## src/hw/rtl/b64d_pkg.sv

```systemverilog
package b64d_pkg;

	// Result kinds carried on the output
	typedef enum logic [1:0] {
		KIND_DATA = 2'd0,
		KIND_OK   = 2'd1,
		KIND_BAD  = 2'd2
	} kind_t;

	localparam logic [7:0] PAD_CHAR = 8'h3D;
	localparam logic [5:0] SEXTET_PLUS = 6'd62;
	localparam logic [5:0] SEXTET_SLASH = 6'd63;
	localparam logic [5:0] SEXTET_DIGIT0 = 6'd52;
	localparam logic [5:0] SEXTET_LOWER_A = 6'd26;

	// Input transaction
	typedef struct packed {
		logic [7:0] symbol;
		logic       end_of_text;
	} sym_item_t;

	// Output transaction
	typedef struct packed {
		logic [7:0] data_byte;
		kind_t      kind;
		logic       run_end;
	} res_item_t;

	// Work handed from the front end to the back end: up to three bytes,
	// then an optional status result.
	typedef struct packed {
		logic [23:0] triple;
		logic [1:0]  n_data;
		logic        has_status;
		kind_t       status;
	} job_t;

	typedef struct packed {
		logic       ok;
		logic [5:0] value;
	} sextet_t;

	// Standard alphabet lookup
	function automatic sextet_t sextet_of(input logic [7:0] c);
		sextet_t r;
		r.ok = 1'b1;
		r.value = 6'd0;
		if (c inside {[8'h41:8'h5A]}) begin
			r.value = 6'(c - 8'h41);
		end else if (c inside {[8'h61:8'h7A]}) begin
			r.value = 6'(c - 8'h61) + SEXTET_LOWER_A;
		end else if (c inside {[8'h30:8'h39]}) begin
			r.value = 6'(c - 8'h30) + SEXTET_DIGIT0;
		end else if (c == 8'h2B) begin
			r.value = SEXTET_PLUS;
		end else if (c == 8'h2F) begin
			r.value = SEXTET_SLASH;
		end else begin
			r.ok = 1'b0;
		end
		return r;
	endfunction

endpackage

```

## src/hw/rtl/base64_stream_decoder.sv

```systemverilog
// Streaming base64 decoder, standard alphabet. One character is taken per
// transaction on the sym channel, with end_of_text on the last character of a
// string; decoded bytes and a closing status (ok or malformed) leave on the res
// channel, run_end marking the last result of each character. The front end
// accepts a character every cycle while its job queue (QUEUE_DEPTH entries)
// has room; characters that finish nothing queue nothing.
// The back end drains one result per cycle, while res_stall is low, from an
// output register; a character that closes a group yields one to four results
// (three bytes plus status at most), one result per cycle without stalls.
// After a malformed character that is not the last, the rest of the string is
// dropped silently up to and including its end_of_text character.
module base64_stream_decoder #(
	parameter int QUEUE_DEPTH = 4
) (
	input  logic                clk,
	input  logic                arst_n,
	input  logic                sym_valid,
	output logic                sym_stall,
	input  b64d_pkg::sym_item_t sym_item,
	output logic                res_valid,
	input  logic                res_stall,
	output b64d_pkg::res_item_t res_item
);
	import b64d_pkg::*;

	logic full;
	logic push;
	logic pop;
	logic head_valid;
	job_t push_job;
	job_t head_job;

	// Character classification and group state
	b64d_front u_front (
		.clk       (clk),
		.arst_n    (arst_n),
		.sym_valid (sym_valid),
		.sym_stall (sym_stall),
		.sym_item  (sym_item),
		.full      (full),
		.push      (push),
		.push_job  (push_job)
	);

	// Job queue between the two halves
	b64d_queue #(
		.DEPTH (QUEUE_DEPTH)
	) u_queue (
		.clk        (clk),
		.arst_n     (arst_n),
		.push       (push),
		.push_job   (push_job),
		.full       (full),
		.pop        (pop),
		.head_job   (head_job),
		.head_valid (head_valid)
	);

	// Result serializer
	b64d_back u_back (
		.clk        (clk),
		.arst_n     (arst_n),
		.head_job   (head_job),
		.head_valid (head_valid),
		.pop        (pop),
		.res_valid  (res_valid),
		.res_stall  (res_stall),
		.res_item   (res_item)
	);

`ifndef NO_ASSERTIONS
	// A status result always closes the run of its character
	a_status_ends_run: assert property (@(posedge clk) disable iff (!arst_n)
		(res_valid && res_item.kind != KIND_DATA) |-> res_item.run_end)
		else $error("status result without run_end");

	// The front end never writes into a full queue
	a_no_push_when_full: assert property (@(posedge clk) disable iff (!arst_n)
		push |-> !full)
		else $error("job pushed into full queue");

	// Results of one character go out without gaps
	a_run_continues: assert property (@(posedge clk) disable iff (!arst_n)
		(res_valid && !res_stall && !res_item.run_end) |=> res_valid)
		else $error("gap inside a result run");
`endif

endmodule

```

## src/hw/rtl/b64d_front.sv

```systemverilog
module b64d_front (
	input  logic               clk,
	input  logic               arst_n,
	input  logic               sym_valid,
	output logic               sym_stall,
	input  b64d_pkg::sym_item_t sym_item,
	input  logic               full,
	output logic               push,
	output b64d_pkg::job_t     push_job
);
	import b64d_pkg::*;

	logic [17:0] held_q, held_d;
	logic [1:0]  pos_q, pos_d;
	logic        third_pad_q, third_pad_d;
	logic        err_q, err_d;
	logic        accept;
	logic        pad;
	logic        last;
	logic        bad;
	logic        has_job;
	sextet_t     sx;
	job_t        job;

	assign sym_stall = full;
	assign accept = sym_valid && !full;
	assign pad = (sym_item.symbol == PAD_CHAR);
	assign last = sym_item.end_of_text;
	assign sx = sextet_of(sym_item.symbol);

	// Classify the character against the group position
	always_comb begin
		held_d = held_q;
		pos_d = pos_q;
		third_pad_d = third_pad_q;
		err_d = err_q;
		bad = 1'b0;
		has_job = 1'b0;
		job.triple = {held_q, sx.value};
		job.n_data = 2'd0;
		job.has_status = 1'b0;
		job.status = KIND_OK;
		if (err_q) begin
			// dropping until the end of the string
			if (last) begin
				err_d = 1'b0;
				held_d = '0;
				pos_d = '0;
				third_pad_d = 1'b0;
			end
		end else begin
			case (pos_q)
				2'd0, 2'd1: begin
					if (pad || !sx.ok || last) begin
						bad = 1'b1;
					end else begin
						held_d = {held_q[11:0], sx.value};
						pos_d = pos_q + 2'd1;
					end
				end
				2'd2: begin
					if ((!pad && !sx.ok) || last) begin
						bad = 1'b1;
					end else begin
						third_pad_d = pad;
						held_d = {held_q[11:0], pad ? 6'd0 : sx.value};
						pos_d = 2'd3;
					end
				end
				default: begin
					if (pad) begin
						if (!last) begin
							bad = 1'b1;
						end else begin
							has_job = 1'b1;
							job.triple = {held_q, 6'd0};
							job.n_data = third_pad_q ? 2'd1 : 2'd2;
							job.has_status = 1'b1;
						end
					end else if (!sx.ok || third_pad_q) begin
						bad = 1'b1;
					end else begin
						has_job = 1'b1;
						job.n_data = 2'd3;
						job.has_status = last;
					end
					if (!bad) begin
						held_d = '0;
						pos_d = '0;
						third_pad_d = 1'b0;
					end
				end
			endcase
			if (bad) begin
				has_job = 1'b1;
				job.n_data = 2'd0;
				job.has_status = 1'b1;
				job.status = KIND_BAD;
				held_d = '0;
				pos_d = '0;
				third_pad_d = 1'b0;
				err_d = !last;
			end
		end
	end

	assign push = accept && has_job;
	assign push_job = job;

	// Group state
	always_ff @(posedge clk or negedge arst_n) begin
		if (!arst_n) begin
			held_q <= '0;
			pos_q <= '0;
			third_pad_q <= 1'b0;
			err_q <= 1'b0;
		end else if (accept) begin
			held_q <= held_d;
			pos_q <= pos_d;
			third_pad_q <= third_pad_d;
			err_q <= err_d;
		end
	end

endmodule

```

## src/hw/rtl/b64d_queue.sv

```systemverilog
module b64d_queue #(
	parameter int DEPTH = 4
) (
	input  logic           clk,
	input  logic           arst_n,
	input  logic           push,
	input  b64d_pkg::job_t push_job,
	output logic           full,
	input  logic           pop,
	output b64d_pkg::job_t head_job,
	output logic           head_valid
);
	import b64d_pkg::*;

	localparam int PTR_W = $clog2(DEPTH);
	localparam int CNT_W = $clog2(DEPTH + 1);

	job_t             slots_q [DEPTH];
	logic [PTR_W-1:0] wr_ptr_q;
	logic [PTR_W-1:0] rd_ptr_q;
	logic [CNT_W-1:0] count_q;

	assign full = (count_q == CNT_W'(DEPTH));
	assign head_valid = (count_q != '0);
	assign head_job = slots_q[rd_ptr_q];

	// Pointer advance with wrap at any depth
	function automatic logic [PTR_W-1:0] bump(input logic [PTR_W-1:0] p);
		return (p == PTR_W'(DEPTH - 1)) ? '0 : p + PTR_W'(1);
	endfunction

	// Entry storage
	always_ff @(posedge clk) begin
		if (push) begin
			slots_q[wr_ptr_q] <= push_job;
		end
	end

	// Pointers and fill count
	always_ff @(posedge clk or negedge arst_n) begin
		if (!arst_n) begin
			wr_ptr_q <= '0;
			rd_ptr_q <= '0;
			count_q <= '0;
		end else begin
			if (push) begin
				wr_ptr_q <= bump(wr_ptr_q);
			end
			if (pop) begin
				rd_ptr_q <= bump(rd_ptr_q);
			end
			if (push && !pop) begin
				count_q <= count_q + CNT_W'(1);
			end else if (pop && !push) begin
				count_q <= count_q - CNT_W'(1);
			end
		end
	end

endmodule

```

## src/hw/rtl/b64d_back.sv

```systemverilog
module b64d_back (
	input  logic                clk,
	input  logic                arst_n,
	input  b64d_pkg::job_t      head_job,
	input  logic                head_valid,
	output logic                pop,
	output logic                res_valid,
	input  logic                res_stall,
	output b64d_pkg::res_item_t res_item
);
	import b64d_pkg::*;

	logic [1:0] step_q;
	logic       res_valid_q;
	res_item_t  res_item_q;
	logic [2:0] total;
	logic       last_step;
	logic       load;
	res_item_t  next_item;

	// Which result of the current job goes out next
	assign total = {1'b0, head_job.n_data} + {2'b00, head_job.has_status};
	assign last_step = ({1'b0, step_q} == total - 3'd1);
	assign load = head_valid && (!res_valid_q || !res_stall);
	assign pop = load && last_step;

	always_comb begin
		next_item.run_end = last_step;
		if (step_q < head_job.n_data) begin
			next_item.kind = KIND_DATA;
			case (step_q)
				2'd0: next_item.data_byte = head_job.triple[23:16];
				2'd1: next_item.data_byte = head_job.triple[15:8];
				default: next_item.data_byte = head_job.triple[7:0];
			endcase
		end else begin
			next_item.kind = head_job.status;
			next_item.data_byte = 8'd0;
		end
	end

	// Step counter and output valid
	always_ff @(posedge clk or negedge arst_n) begin
		if (!arst_n) begin
			step_q <= '0;
			res_valid_q <= 1'b0;
		end else begin
			if (pop) begin
				step_q <= '0;
			end else if (load) begin
				step_q <= step_q + 2'd1;
			end
			if (load) begin
				res_valid_q <= 1'b1;
			end else if (!res_stall) begin
				res_valid_q <= 1'b0;
			end
		end
	end

	// Output payload register
	always_ff @(posedge clk) begin
		if (load) begin
			res_item_q <= next_item;
		end
	end

	assign res_valid = res_valid_q;
	assign res_item = res_item_q;

endmodule

```

## config.mk

```make
export PLATFORM = sky130hd
export DESIGN_NAME = base64_stream_decoder
export DESIGN_NICKNAME = d
export VERILOG_FILES = /design/src/hw/rtl/b64d_pkg.sv /design/src/hw/rtl/base64_stream_decoder.sv /design/src/hw/rtl/b64d_front.sv /design/src/hw/rtl/b64d_queue.sv /design/src/hw/rtl/b64d_back.sv
export SDC_FILE = /design/constraint.sdc
export NUM_CORES = 1
export LEC_CHECK = 0
export BUFFER_PORTS_ARGS = -buffer_cell sky130_fd_sc_hd__clkbuf_2
export CORE_MARGIN = 2
export CORE_UTILIZATION = 30
export DETAILED_ROUTE_END_ITERATION = 6
export PLACE_DENSITY_LB_ADDON = 0.12
export REMOVE_ABC_BUFFERS = 1
export SYNTH_ARGS = -nofsm -noshare
export SYNTH_HDL_FRONTEND = slang
export SYNTH_SLANG_ARGS = --single-unit
```

## constraint.sdc

```tcl
create_clock -name clk -period 3.2 [get_ports clk]
set_input_delay 0.48 -clock clk [delete_from_list [all_inputs] [get_ports clk]]
set_output_delay 0.48 -clock clk [all_outputs]
set_load 0.1 [all_outputs]
```

==> results.md <==
* Syn_area_per_cell at 15.8 um^2
* Synth top area cells: edfxtp_1, dfrtp_1, mux4_2
* First-pass detailed-route iteration total at 4
* Post-synth EDFFs at approximately 130
* IO Count at 26
* GRT Util Overall at a little over an eighth
* Number of vias per cell at between 4 and 5
* DRC viols at 0
* WL final at roughly 16000 um
* Final slew viol count at 0
* Cts bufs inserted at 17
* Tmin final at ~3000 ps
* FFs w/ async S/R, synth at 20.1%
* Setup violators final at 0
* Hold Slack at a little over 200 ps
* CP max FO at 5
* WL/cell at 18.7 um
* Delay-heaviest family, CP: adder cells
* Final setup skew at 9.95 ps
* H-tree lvl count at 4
* Max-cap violations at 0
* Reg2reg path depth at 13
* Final GP Congestion at 0.793
* Root buffer cell: clkbuf_16
* Crit path max-delay cell type: mux4_2
* Maximum VDD drop at between 0.0004 and 0.0005 V
* DP Wirelength at about 10000 um
* Layout cells sized above 1 at 26.9%
* Initial antenna violation count at 0
* Post-synthesis sequential area ratio at roughly 64%
* Crit path kind: flip-flop to flip-flop
* CP max stage delay at 530 ps
* Worst hold path class: primary input to asynchronous set/reset pin
* Port Buffers at 25
* Ant diodes at 0
* Flip-flop and latch area at roughly 4600 um^2
* Initial Util at 30.6%
* Yosys reg bits at roughly 160
* Critical path depth in cells at 13
* DIE AREA at around 25000 um^2
* GRT overflow at 0
* CORE AREA at roughly 24000 um^2
* Layout fillers at between 2000 and 2500
* Measured slew at the worst slew-check pin at 957 ps
* CP bufs+invs at 2
* Vias at 4025
* Hold buffers post-CTS at 0
* Distinct cells, synth at slightly above 70
* Cell Area, Synth at approximately 7200 um^2
* TNS Setup at 0 ps
* Final period util at a little over nine tenths
* Slew HR at a little over a third
* PwrDens at roughly 900 nW/um^2
* Setup Fix Bufs, Post-CTS at 0
* Crit-path cells: mux4_2 -> inv_1 -> ha_1 -> ha_1 -> xnor2_1 -> nor3_2 -> nand2_1 -> ha_2 -> inv_1 -> fa_1 -> xor2_1 -> nor2_1 -> xor2_1
* Setup crit start kind: flip-flop
* First-pass GRT wire length at between 20000 and 25000 um
* Die H at about 160 um
* Area Growth Syn to Fin at 17.5%
* Setup ws final at about 140 ps
* Ys flop type: edfxtp_1
* Post-synth top area share at 53.0%
* Clock Path Buffers at 2
* CP arrival at ~3400 ps
* Cts repair resizes at 0
* Data required time of the worst path at approximately 3500 ps
* Count leader, synth: edfxtp_1
* Reg clk slew, reported paths at ~70 ps
* Pre-CTS setup slack at 25.0 ps
* Clock Sinks at ~160
* Vias in the first global route at approximately 4200
* Row count at 56
* Maximum number of pins on one net before global-route repair at 33
* Cells after synthesis at ~450
* Area taken by multi-input logic gates at between 2000 and 2500 um^2
* CP Capture Type: flip-flop
* CTS tree: done
* Leakage power at just over 0.003 uW
* Synth cell count leaders: edfxtp_1, dfrtp_1, mux4_2, ha_1, nand2_1
* Synth area leader: edfxtp_1
* DR iter-0 viols at 209
* Max Fclk at between 0.3 and 0.4 GHz
* Nets at 542
* Die Wd at about 160 um
* Yosys warns at 0
* Final Hold Viols at 0
* Outcome: finished clean
* Clock Latency Late Sink at ~420 ps
* Remaining antenna violation count at 0
==> power breakdown <==
part	total, uW	switching, uW	leakage [uW]	internal, uW
logic	2810	1800	0.00118	1010
registers	2890	182	0.00164	2710
clock network	1980	862	0.000279	1120
==> logic make-up (layout without fill, tap and decap cells) <==
| kind of cell | Yosys count | count (layout) | share of synthesized area (%) |
|---|---|---|---|
| DFF | 159 | 159 | 64.1 |
| and+or+nand+nor | 102 | 102 | 8.21 |
| adders and majority gates | 25 | 25 | 4.45 |
| AOI/OAI and AO/OA | 84 | 84 | 9.34 |
| muxes | 34 | 34 | 9.95 |
| buffers and inverters | 40 | 103 | 2.70 |
| xor gates and xnor gates | 10 | 10 | 1.22 |
==> state kept, by name, summed over array words and instances, names as in the netlist <==
name and count:
u_queue.slots_q 116, u_front.held_q 18, u_back.res_item 11, u_queue.count_q 3
u_back.step_q 2, u_front.pos_q 2, u_queue.rd_ptr_q 2, u_queue.wr_ptr_q 2
u_back.res_valid 1, u_front.err_q 1, u_front.third_pad_q 1
==> per-layer routing <==
metal	routed length [um]	part of all wire [%]	global-route usage, %
met3	445	2.8	2.61
met2	7510	48	21.0
met5	0	0	0
met1	7500	48	17.7
met4	192	1.2	4.21
==> final timing paths <==
check                                                     start                         endpoint  slack, ps
worst max-delay path            u_queue.rd_ptr_q[0]$_DFFE_PN0P_   u_queue.count_q[2]$_DFFE_PN0P_        140
worst min-delay path                                     arst_n     u_back.step_q[0]$_DFFE_PN0P_        200
worst max register to register  u_queue.rd_ptr_q[0]$_DFFE_PN0P_   u_queue.count_q[2]$_DFFE_PN0P_        140
worst min register to register     u_back.res_valid$_DFFE_PN0P_     u_back.res_valid$_DFFE_PN0P_        490
max in group asynchronous                                arst_n  u_queue.rd_ptr_q[0]$_DFFE_PN0P_       2350
min in group clk                                      res_stall     u_back.res_valid$_DFFE_PN0P_        280
==> metrics by stage <==
step	cell area [um^2]	std cells	total power [uW]	utilization, %
3_3_place_gp	7860	804	5750	33.4
2_1_floorplan	7070	433	4910	-
6_report	8450	836	7680	35.9
5_1_grt	8450	836	8130	35.9
4_1_cts	8450	836	7790	35.9
3_5_place_dp	7860	804	5780	33.4
==> layout make-up <==
class / instances / share of cell area, %
clock inverters: 14 / 1.72
inverters: 19 / 0.844
multi-input cells: 255 / 28.3
clock buffers: 18 / 5.19
well taps: 319 / 4.72
repair buffers: 52 / 4.62
flip-flops and latches: 159 / 54.6
==> layout by cell type, fill, tap and decap left out, types with 5 or more instances in the layout <==
cell	netlist	layout
inv_6	0	7
nor2_1	19	19
buf_12	0	5
a21oi_1	21	21
clkbuf_16	0	17
a22oi_1	8	8
edfxtp_1	127	127
and2_1	8	8
nand2_1	22	22
ha_1	24	23
mux4_2	29	29
buf_4	0	22
o21ai_0	5	5
a22o_1	17	17
nor2b_1	6	6
nand3_1	9	9
inv_1	19	19
nor3_1	8	7
xor2_1	6	6
dfrtp_1	32	31
clkbuf_2	0	25
Power figures use the tool's default switching activity.
